$ cat src/hdl/lbta_pkg.sv
package lbta_pkg;

  // Width of a block number, a link entry and the free count.
  localparam int BLK_W = 13;
  // Default number of blocks in the table.
  localparam int TABLE_BLOCKS_DEF = 4096;
  // Stream payload widths, padded to whole bytes.
  localparam int IN_TDATA_W = 32;
  localparam int OUT_TDATA_W = 32;

  // Result status codes.
  typedef enum logic [2:0] {
    ST_OK       = 3'd0,
    ST_NOSPACE  = 3'd1,
    ST_BADARG   = 3'd2,
    ST_BROKEN   = 3'd3,
    ST_MISMATCH = 3'd4
  } status_t;

  // Commands from the controller to the datapath.
  typedef struct packed {
    logic    accept;
    logic    clr_step;
    logic    scan_init;
    logic    scan_step;
    logic    tail_wr;
    logic    rel_init;
    logic    walk_init;
    logic    walk_step;
    logic    set_res;
    status_t res_code;
    logic    res_add;
    logic    res_sub;
    logic    res_head;
    logic    out_load;
  } cmd_t;

  // Status from the datapath to the controller.
  typedef struct packed {
    logic clr_last;
    logic func;
    logic n_zero;
    logic n_over;
    logic start_bad;
    logic found;
    logic found_last;
    logic table_end;
    logic got_zero;
    logic link_zero;
    logic link_self;
    logic link_over;
    logic walk_bound;
    logic mismatch;
    logic out_free;
  } sts_t;

endpackage

$ cat src/hdl/lbta_ctrl.sv
module lbta_ctrl (
  input  logic          clk,
  input  logic          rst,
  input  logic          s_axis_tvalid,
  output logic          s_axis_tready,
  input  lbta_pkg::sts_t sts,
  output lbta_pkg::cmd_t cmd
);
  import lbta_pkg::*;

  typedef enum logic [7:0] {
    S_CLEAR = 8'b0000_0001,
    S_IDLE  = 8'b0000_0010,
    S_CHECK = 8'b0000_0100,
    S_SCAN  = 8'b0000_1000,
    S_TAIL  = 8'b0001_0000,
    S_REL   = 8'b0010_0000,
    S_WALK  = 8'b0100_0000,
    S_FIN   = 8'b1000_0000
  } state_t;

  state_t state, state_next;
  logic   rel_mode, rel_mode_next;

  // State and walk mode registers.
  always_ff @(posedge clk) begin
    if (rst) begin
      state    <= S_CLEAR;
      rel_mode <= 1'b0;
    end else begin
      state    <= state_next;
      rel_mode <= rel_mode_next;
    end
  end

  assign s_axis_tready = (state == S_IDLE);

  // Next state and command decode.
  always_comb begin
    state_next    = state;
    rel_mode_next = rel_mode;
    cmd           = '0;
    cmd.res_code  = ST_OK;
    case (state)
      S_CLEAR: begin
        cmd.clr_step = 1'b1;
        if (sts.clr_last) begin
          state_next = S_IDLE;
        end
      end
      S_IDLE: begin
        if (s_axis_tvalid) begin
          cmd.accept = 1'b1;
          state_next = S_CHECK;
        end
      end
      S_CHECK: begin
        if (!sts.func) begin
          if (sts.n_zero) begin
            cmd.set_res  = 1'b1;
            cmd.res_code = ST_BADARG;
            state_next   = S_FIN;
          end else if (sts.n_over) begin
            cmd.set_res  = 1'b1;
            cmd.res_code = ST_NOSPACE;
            state_next   = S_FIN;
          end else begin
            cmd.scan_init = 1'b1;
            state_next    = S_SCAN;
          end
        end else begin
          if (sts.start_bad) begin
            cmd.set_res  = 1'b1;
            cmd.res_code = ST_BADARG;
            state_next   = S_FIN;
          end else begin
            cmd.walk_init = 1'b1;
            rel_mode_next = 1'b0;
            state_next    = S_WALK;
          end
        end
      end
      S_SCAN: begin
        cmd.scan_step = 1'b1;
        if (sts.found_last) begin
          state_next = S_TAIL;
        end else if (sts.table_end) begin
          if (sts.got_zero && !sts.found) begin
            cmd.set_res  = 1'b1;
            cmd.res_code = ST_NOSPACE;
            state_next   = S_FIN;
          end else begin
            state_next = S_REL;
          end
        end
      end
      S_TAIL: begin
        cmd.tail_wr  = 1'b1;
        cmd.set_res  = 1'b1;
        cmd.res_code = ST_OK;
        cmd.res_sub  = 1'b1;
        cmd.res_head = 1'b1;
        state_next   = S_FIN;
      end
      S_REL: begin
        cmd.rel_init  = 1'b1;
        rel_mode_next = 1'b1;
        state_next    = S_WALK;
      end
      S_WALK: begin
        cmd.walk_step = 1'b1;
        cmd.res_add   = !rel_mode;
        if (sts.link_zero || sts.link_over || sts.walk_bound) begin
          cmd.set_res  = 1'b1;
          cmd.res_code = rel_mode ? ST_NOSPACE : ST_BROKEN;
          state_next   = S_FIN;
        end
        // The tail takes precedence over the walk bound.
        if (!sts.link_zero && sts.link_self) begin
          cmd.set_res = 1'b1;
          if (rel_mode) begin
            cmd.res_code = ST_NOSPACE;
          end else if (sts.mismatch) begin
            cmd.res_code = ST_MISMATCH;
          end else begin
            cmd.res_code = ST_OK;
          end
          state_next = S_FIN;
        end
      end
      S_FIN: begin
        if (sts.out_free) begin
          cmd.out_load = 1'b1;
          state_next   = S_IDLE;
        end
      end
      default: begin
        state_next = S_IDLE;
      end
    endcase
  end

  // A failed allocation that is rolled back always reports lack of space.
  a_rel_nospace: assert property (@(posedge clk) disable iff (rst)
    (rel_mode && state == S_WALK && cmd.set_res) |-> (cmd.res_code == ST_NOSPACE))
    else $error("rollback walk ended with a status other than no space");

endmodule

$ cat config.mk
export PLATFORM = sky130hd
export DESIGN_NAME = lbta_ctrl
export DESIGN_NICKNAME = d
export VERILOG_FILES = /design/src/hdl/lbta_pkg.sv /design/src/hdl/lbta_ctrl.sv
export SDC_FILE = /design/constraint.sdc
export NUM_CORES = 1
export LEC_CHECK = 0
export BUFFER_PORTS_ARGS = -buffer_cell sky130_fd_sc_hd__buf_2
export CORE_MARGIN = 8
export CORE_UTILIZATION = 41
export DETAILED_ROUTE_END_ITERATION = 8
export PLACE_DENSITY = 0.69
export SYNTH_ARGS = -nofsm -noshare
export SYNTH_HDL_FRONTEND = slang
export SYNTH_SLANG_ARGS = --single-unit
$ cat constraint.sdc
create_clock -name clk -period 4.81 [get_ports clk]
set_input_delay 0.481 -clock clk [delete_from_list [all_inputs] [get_ports clk]]
set_output_delay 0.481 -clock clk [all_outputs]
set_load 0.02 [all_outputs]
==> run_results.csv, run 1 <==
group,metric,value,unit
worst_setup_path,r2r-end,"state[4]",
finish,n_fill_cell,176,
synthesis,yosysWarnings,0,
detailed_routing,wl_per_cell,13.87,um
sta,timing.fmax,387.0,MHz
synthesis,synthFlopType,"dfxtp_1",
worst_setup_path,crit_end,"cmd[4]",
clock_network,cts_resized,0,
synthesis,yosys-top-cells-area,"dfxtp_1, nor3_1, nor2b_1, or4b_1, buf_4",
sta,setup_violations,0,
worst_setup_path,cp_data_arrival_time,2100,ps
floorplan,io_pins,35,
finish,nNetsFinal,143,
worst_setup_path,crit_fanout,8,
synthesis,synth_top_area_frac,0.2349,
sta,fin_crit,2584,ps
sta,tns,0,ps
hold_path,hp-class,"input pin to flop",
finish,seq_area,180.2,um2
placement,gp_congestion,0.8164,
finish,multi_input_area,503.0,um2
flow_run,max-cap-violations,0,
clock_network,cts_buffer_depth,2,
detailed_routing,drcViolationCount,0,
sta,clock_skew,4.067,ps
synthesis,avgSynthCellArea,7.907,um2
grt,grt_pass1_wl,3.532,mm
clock_network,cts_buffers,3,
synthesis,ys_top_cells_by_count,"dfxtp_1, nor2_1, nor3_1",
synthesis,synthesis.area,767.0,um2
finish,drive_above_1_share,0.3387,
clock_network,cts_root_buffer,"clkbuf_4",
worst_setup_path,critPathKind,"flop to output port",
synthesis,ys_seq_elements,9,
sta,maxSlewViolCount,0,
placement,portBuffers,34,
grt,grt_overflow_total,0,
floorplan,dieWidth,59.25,um
grt,antenna_found_initial,0,
worst_setup_path,cp-end-kind,"output port",
detailed_routing,firstDrtPassIters,4,
sta,hold_viol,0,
sta,grt_setup_unrepaired,"no",
worst_setup_path,critical_path.startpoint,"state[3]",
clock_network,hold_buffers,0,
clock_network,clkTransAtPathRegs,70,ps
synthesis,synth_nets,115,
clock_network,cts_setup_buffers,0,
synthesis,synth-edff-count,0,
sta,timing.final.crit_share,0.5372,
worst_setup_path,rr_worst_depth,4,
clock_network,cts_tree,"built",
finish,post-route-util,0.5312,
grt,grtUsageTotal,0.1284,
clock_network,cts_max_level,1,
worst_setup_path,crit_path_start_kind,"flop",
detailed_routing,vias_per_cell,5.664,
detailed_routing,routed_wl,2.067,mm
detailed_routing,vias,844,
worst_setup_path,rrSetupSlack,2960,ps
synthesis,yosysMostFrequentCell,"dfxtp_1",
finish,synthToLayoutAreaGrowth,20.88,%
clock_network,clock-sinks,9,
synthesis,synth_cell_types,40,
placement,dp_hpwl,1.685,mm
floorplan,start_util,0.4394,
synthesis,syn_inst,97,
synthesis,ys_seq_area_frac,0.2349,
worst_setup_path,critPathRequiredTime,4330,ps
power_and_ir_drop,peakVddDrop,0.1405,mV
synthesis,yosysTopAreaCell,"dfxtp_1",
synthesis,synthArstFlopShare,0,
floorplan,core-area,0.001745,mm2
run_status,status,"finished clean",
worst_setup_path,timing.rr.start,"state[6]",
sta,relSlewSlack,0.6647,
clock_network,clkLatencyLatePin,270,ps
grt,grt_max_degree,13,
floorplan,rows,15,
detailed_routing,drt_iter0_drc,29,
power_and_ir_drop,power_density,190.0,mW/mm2
power_and_ir_drop,p_leak,0.0004278,uW
floorplan,die_area,0.003511,mm2
floorplan,dieHeight,59.25,um
sta,tightest_slew,498.4,ps
finish,num_antenna_cells,0,
detailed_routing,drtAntennaViolNets,0,
grt,grt_pass1_vias,780,
## layer usage
| metal | vias to the layer above | part of all wire | track usage |
|---|---|---|---|
| met5 | - | 0 | 0 |
| met4 | 0 | 0.0048 | 0.04096 |
| met3 | 2 | 0.072 | 0.04121 |
| met2 | 25 | 0.49 | 0.2049 |
| met1 | 398 | 0.43 | 0.1571 |
| li1 | 419 | - | - |
## report_power, final
part	switching (uW)	total [uW]	internal, uW	leakage [uW]
Combinational	19.3	34.8	15.5	0.000337
Sequential	4.51	81.1	76.6	0.0000732
Clock	29.5	60.3	30.8	0.0000177
Total	53.3	176	123	0.000428
## cells by family after synthesis
kind of cell    synth area share
compound gates            0.1860
mux                      0.01305
buf+inv                   0.1093
simple gates              0.4339
flops                     0.2349
xor+xnor                 0.02284
## sequential cells by signal, indices dropped and copies added (netlist names)
name,count
state,8
rel_mode,1
## how the worst min path moves through the flow
| stage | startpoint | endpoint | slack (ps) | cells past startpoint |
|---|---|---|---|---|
| floorplan | rel_mode | rel_mode | 480 | 2 |
| global placement | rel_mode | rel_mode | 530 | 2 |
| detailed placement | rel_mode | rel_mode | 540 | 2 |
| CTS | s_axis_tvalid | state[2] | 460 | 2 |
| global route | rst | state[7] | 470 | 2 |
| finish | s_axis_tvalid | state[2] | 470 | 2 |
## metrics by stage
stage | setup WS, ps | total power (uW) | instances | area (um2) | hold WS (ps)
final | 2226 | 176.2 | 149 | 927.1 | 467.3
after CTS | 2229 | 178.0 | 149 | 927.1 | 464.2
after detailed placement | 2531 | 117.4 | 145 | 899.6 | 544.5
after global placement | 2538 | 116.9 | 145 | 899.6 | 534.3
after floorplan | 2364 | 102.8 | 97 | 767.0 | 481.0
after global routing | 2100 | 188.4 | 149 | 927.1 | 467.2
## cell type report
class	instances	share of cell area
clock inverters	1	0.005398
well taps	25	0.03374
inverters	4	0.01619
clock buffers	3	0.02429
repair buffers	34	0.1835
multi-input cells	73	0.5425
flip-flops and latches	9	0.1943
## critical path, cell delays in order (launching register included)
cell and delay [ps]:
dfxtp_1 380, nor3_1 420, nand4_1 230, or4b_1 520, o211ai_1 100, buf_2 190
## layout by cell type (no fill, tap or decap), types with 2 or more instances in the layout
cell type  netlist  layout
a21oi_1          3       3
and2_1           2       2
and3_1           4       4
buf_2            3      34
clkbuf_4         0       3
dfxtp_1          9       9
inv_1            4       4
nand2_1          2       2
nand4_1          2       2
nand4b_1         2       2
nor2_1           8       8
nor2b_1          5       5
nor3_1           8       8
nor4_1           4       4
nor4b_1          2       2
o211ai_1         4       4
o21ai_0          3       3
or4_1            2       2
or4b_1           3       3
xor2_1           2       2
Power figures use the tool's default switching activity.
==> run 2, diff against run 1 <==
Settings changed: PLACE_DENSITY 0.69 to 0.72.
Clock period 4.81 ns to 2.08 ns, I/O delays scaled along.
==> run 2 against run 1 <==
Compared with the run above:
- the run now ends with setup timing left
- global-route usage up 1.6 points
- highest routed layer unchanged
- sequential power up 130%
- first-iteration DRC count down 55%
- critical path depth up 1
- sequential share of layout area down 1.8 points
- flip-flop and latch count unchanged
==> run_results.csv, run 2 (same netlist as run 1, synthesis figures left out) <==
group,metric,value,unit
worst_setup_path,rr_worst_depth,6,
grt,grt_pass1_wl,4.002,mm
detailed_routing,drt_iter0_drc,13,
sta,timing.final.crit_share,1.012,
clock_network,hold_buffers,0,
worst_setup_path,crit_fanout,9,
finish,post-route-util,0.6229,
finish,n_fill_cell,160,
clock_network,clkLatencyLatePin,270,ps
worst_setup_path,critPathRequiredTime,1870,ps
detailed_routing,drcViolationCount,0,
placement,place_ws,141.2,ps
hold_path,hold_path_startpoint,"s_axis_tvalid",
worst_setup_path,cp-end-kind,"output port",
detailed_routing,firstDrtPassIters,4,
clock_network,clkTransAtPathRegs,70,ps
run_status,status,"complete, but fails checks",
clock_network,cts_max_level,1,
worst_setup_path,critical_path.startpoint,"state[5]",
worst_setup_path,critPathKind,"flop to output port",
sta,setup_slack,-24.77,ps
grt,grt_max_degree,11,
flow_run,max-cap-violations,0,
detailed_routing,routed_wl,2.559,mm
floorplan,rows,15,
worst_setup_path,cp_data_arrival_time,1900,ps
clock_network,cts_buffers,3,
detailed_routing,vias_per_cell,5.602,
detailed_routing,drtAntennaViolNets,0,
worst_setup_path,r2r-end,"state[4]",
finish,layout_common_cells,"buf_2, buf_4, nor2_1",
floorplan,dieWidth,59.25,um
worst_setup_path,crit_path_start_kind,"flop",
clock_network,cts_tree,"built",
hold_path,hp-class,"input pin to flop",
sta,whs,184.1,ps
worst_setup_path,timing.rr.start,"state[5]",
finish,largest_reg_flops,8,
finish,final_common_cell,"buf_2",
finish,num_antenna_cells,0,
floorplan,die_area,0.003511,mm2
detailed_routing,wl_per_cell,15.89,um
placement,dp_hpwl,1.877,mm
finish,drive_above_1_share,0.4926,
sta,hold_viol,0,
finish,top_regs,"state (8), rel_mode (1)",
power_and_ir_drop,power_density,396.3,mW/mm2
placement,gp_congestion,0.8344,
floorplan,io_pins,35,
floorplan,core-area,0.001745,mm2
clock_network,clock-sinks,9,
finish,synthToLayoutAreaGrowth,41.76,%
finish,nNetsFinal,155,
placement,place_inst,152,
sta,grt_setup_unrepaired,"yes",
worst_setup_path,crit_end,"cmd[4]",
finish,fin_cells,161,
clock_network,cts_root_buffer,"clkbuf_4",
sta,relSlewSlack,0.6865,
sta,timing.fmax,475.1,MHz
floorplan,start_util,0.4394,
finish,multi_input_area,550.5,um2
finish,top_register,"state",
sta,fin_crit,2105,ps
run_status,violations,"setup timing",
placement,portBuffers,34,
grt,antenna_found_initial,0,
grt,grt_overflow_total,0,
power_and_ir_drop,p_leak,0.0005028,uW
power_and_ir_drop,peakVddDrop,0.4532,mV
grt,grt_pass1_vias,869,
finish,seq_area,191.4,um2
sta,maxSlewViolCount,0,
grt,grtUsageTotal,0.1440,
clock_network,cts_buffer_depth,2,
sta,tightest_slew,466.0,ps
sta,setup_violations,1,
detailed_routing,vias,902,
floorplan,dieHeight,59.25,um
worst_setup_path,rrSetupSlack,100,ps
sta,clock_skew,1.352,ps
[run 2: metrics by stage]
step                cell area [um2]  TNS, ps  total power (uW)
global placement              959.7        0             278.7
global route                   1087   -160.3             454.0
detailed placement            959.7        0             281.8
floorplan                     774.5        0             239.2
finish                         1087   -24.77             430.8
CTS                            1051        0             435.0
[run 2: area by class of cell]
cell class / instances / area share
multi-input combinational: 73 / 0.5063
timing repair buffer: 46 / 0.2497
sequential: 9 / 0.1761
tap: 25 / 0.02877
clock buffer: 3 / 0.02071
inverter: 4 / 0.01381
clock inverter: 1 / 0.004603
[run 2: what timing repair did]
action	CTS	global route
resized for setup	15	5
pin swaps	4	2
buffers inserted	3	2
setup endpoints to repair	3	3
hold endpoints to repair	0	0
[run 2: worst min-delay path by stage]
stage	end	cells past startpoint
floorplan	state[7]	1
global placement	state[2]	2
detailed placement	state[2]	2
CTS	state[2]	2
global route	state[7]	2
finish	state[2]	2
[run 2: worst max-delay path, stage by stage, from the launching register on]
cell and delay (ps):
dfxtp_1 320, buf_4 170, or4b_4 570, nor2_4 140, nand2_2 90, o211ai_1 170, buf_4 170
[run 2: power by group]
part / internal [uW] / switching [uW]
Sequential: 176 / 12.1
Clock: 71.4 / 75.0
Combinational: 44.7 / 52.1
[run 2: routing by layer]
metal / wire (um) / track usage
met1: 1117 / 0.1714
met4: 42 / 0.03072
met2: 1287 / 0.2419
met5: 0 / 0
met3: 112 / 0.04772
==> run 3, diff against run 2 <==
--- a/config.mk
+++ b/config.mk
@@ -7,3 +7,3 @@
 export LEC_CHECK = 0
-export BUFFER_PORTS_ARGS = -buffer_cell sky130_fd_sc_hd__buf_2
+export BUFFER_PORTS_ARGS = -buffer_cell sky130_fd_sc_hd__buf_4
 export CORE_MARGIN = 8
@@ -11,3 +11,3 @@
 export DETAILED_ROUTE_END_ITERATION = 8
-export PLACE_DENSITY = 0.72
+export PLACE_DENSITY = 0.69
 export SYNTH_ARGS = -nofsm -noshare
==> constraint.sdc (replaced) <==
create_clock -name clk -period 2.5 [get_ports clk]
set_input_delay 0.375 -clock clk [delete_from_list [all_inputs] [get_ports clk]]
set_output_delay 0.375 -clock clk [all_outputs]
set_load 0.02 [all_outputs]
==> run 3 against run 2 <==
Compared with the run above:
- die area did not move
- clock skew about the same
- worst setup slack improved by 150 ps
- flip-flop and latch count stayed put
- clock power decreased by 19%
- routed wire length down 4.8%
- cell count shrank 6.2%
- count of clock-buffer cells in the layout increased by 1
- hold slack improved by 130 ps
- core utilization is 2.6 points lower
- the flow now finishes without violations
- largest power group unchanged
- first-iteration DRC count grew to 2.8 times the previous value
- via count is 5.5% lower
==> run_results.csv, run 3 (same netlist as run 1, synthesis figures left out) <==
group,metric,value,unit
clock_network,cts_max_level,1,
worst_setup_path,critPathRequiredTime,2120,ps
clock_network,cts_root_buffer,"clkbuf_4",
finish,drive_above_1_share,0.3651,
floorplan,dieHeight,59.25,um
detailed_routing,vias,852,
worst_setup_path,timing.rr.start,"state[4]",
sta,grt_setup_unrepaired,"no",
grt,grt_overflow_total,0,
sta,tns,0,ps
grt,grt_max_degree,12,
power_and_ir_drop,power_density,343.4,mW/mm2
grt,grt_pass1_wl,4.002,mm
worst_setup_path,cp-end-kind,"output port",
detailed_routing,firstDrtPassIters,4,
sta,setup_violations,0,
detailed_routing,drt_iter0_drc,37,
power_and_ir_drop,p_leak,0.0004516,uW
finish,final_common_cell,"buf_4",
placement,gp_congestion,0.8236,
clock_network,clock-sinks,9,
clock_network,clkLatencyLatePin,270,ps
finish,n_fill_cell,167,
clock_network,cts_tree,"built",
sta,tightest_slew,523.8,ps
worst_setup_path,rr_worst_depth,4,
finish,nNetsFinal,145,
grt,grt_pass1_vias,840,
grt,antenna_found_initial,0,
clock_network,hold_buffers,0,
finish,top_register,"state",
worst_setup_path,r2r-end,"state[4]",
placement,dp_hpwl,1.911,mm
finish,seq_area,181.4,um2
sta,relSlewSlack,0.6476,
finish,top_regs,"state (8), rel_mode (1)",
clock_network,clkTransAtPathRegs,60,ps
worst_setup_path,crit_end,"cmd[4]",
sta,timing.fmax,421.8,MHz
grt,grtUsageTotal,0.1478,
sta,fin_crit,2371,ps
run_status,status,"finished clean",
worst_setup_path,rrSetupSlack,680,ps
detailed_routing,wl_per_cell,16.13,um
flow_run,max-cap-violations,0,
worst_setup_path,crit_path_start_kind,"flop",
worst_setup_path,crit_fanout,11,
sta,hold_viol,0,
finish,num_antenna_cells,0,
floorplan,dieWidth,59.25,um
worst_setup_path,cp_data_arrival_time,2000,ps
floorplan,core-area,0.001745,mm2
detailed_routing,routed_wl,2.436,mm
sta,maxSlewViolCount,0,
detailed_routing,drcViolationCount,0,
clock_network,cts_buffer_depth,2,
finish,synthToLayoutAreaGrowth,35.89,%
sta,whs,314.8,ps
finish,multi_input_area,518.0,um2
floorplan,rows,15,
power_and_ir_drop,peakVddDrop,0.1891,mV
floorplan,io_pins,35,
sta,timing.final.crit_share,0.9482,
finish,layout_common_cells,"buf_4, nor2_1, dfxtp_1",
hold_path,min_path_cells,2,
floorplan,start_util,0.4394,
detailed_routing,drtAntennaViolNets,0,
worst_setup_path,critPathKind,"flop to output port",
detailed_routing,vias_per_cell,5.642,
floorplan,die_area,0.003511,mm2
hold_path,hp-class,"input pin to flop",
clock_network,cts_buffers,3,
finish,largest_reg_flops,8,
worst_setup_path,critical_path.startpoint,"state[4]",
placement,portBuffers,34,
sta,clock_skew,0.8923,ps
==> run 3: cell type report <==
class,count,area share
Inverter,4,0.01441
Tap cell,25,0.03001
Multi-Input combinational cell,73,0.4970
Timing Repair Buffer,36,0.2593
Clock buffer,4,0.02521
Sequential cell,9,0.1741
==> run 3: what timing repair did <==
action | CTS | global route
gates resized for setup | 0 | 4
buffers inserted | 0 | 1
endpoints found under the setup margin | 0 | 2
==> run 3: worst max-delay path, stage by stage (launching register included) <==
cell	delay, ps
dfxtp_1	400
or4_4	580
nor4_4	260
nand4b_1	180
o211ai_1	130
buf_4	170
==> run 3: through the flow <==
step	total power, uW	util	setup slack [ps]	instances	instance area, um2
4_1_cts	358.1	0.5835	31.66	150	1018
6_report	357.9	0.5971	129.5	151	1042
3_3_place_gp	236.6	0.5685	355.6	146	992.2
2_1_floorplan	197.8	-	159.7	97	767.0
5_1_grt	378.0	0.5971	16.37	151	1042
3_5_place_dp	238.8	0.5685	342.3	146	992.2
==> run 3: layer usage <==
metal  up-vias  GRT usage  share of wire
met1       405     0.1661           0.42
met4         0    0.08191          0.014
met3         5    0.04555          0.053
met5         -          0              0
met2        18     0.2404           0.51
li1        424          -              -
==> run 3: how the worst min path moves through the flow <==
stage,from,endpoint,slack [ps]
final,rst,state[6],310
after global routing,rst,state[6],320
after CTS,rst,state[7],310
after detailed placement,rel_mode,rel_mode,540
after global placement,rel_mode,rel_mode,530
after floorplan,rst,state[7],440
==> run 3: power by group <==
part,total (uW),switching (uW),internal [uW]
Combinational,82.2,39.4,42.8
Sequential,158,10.6,147
Clock,118,55.9,61.8
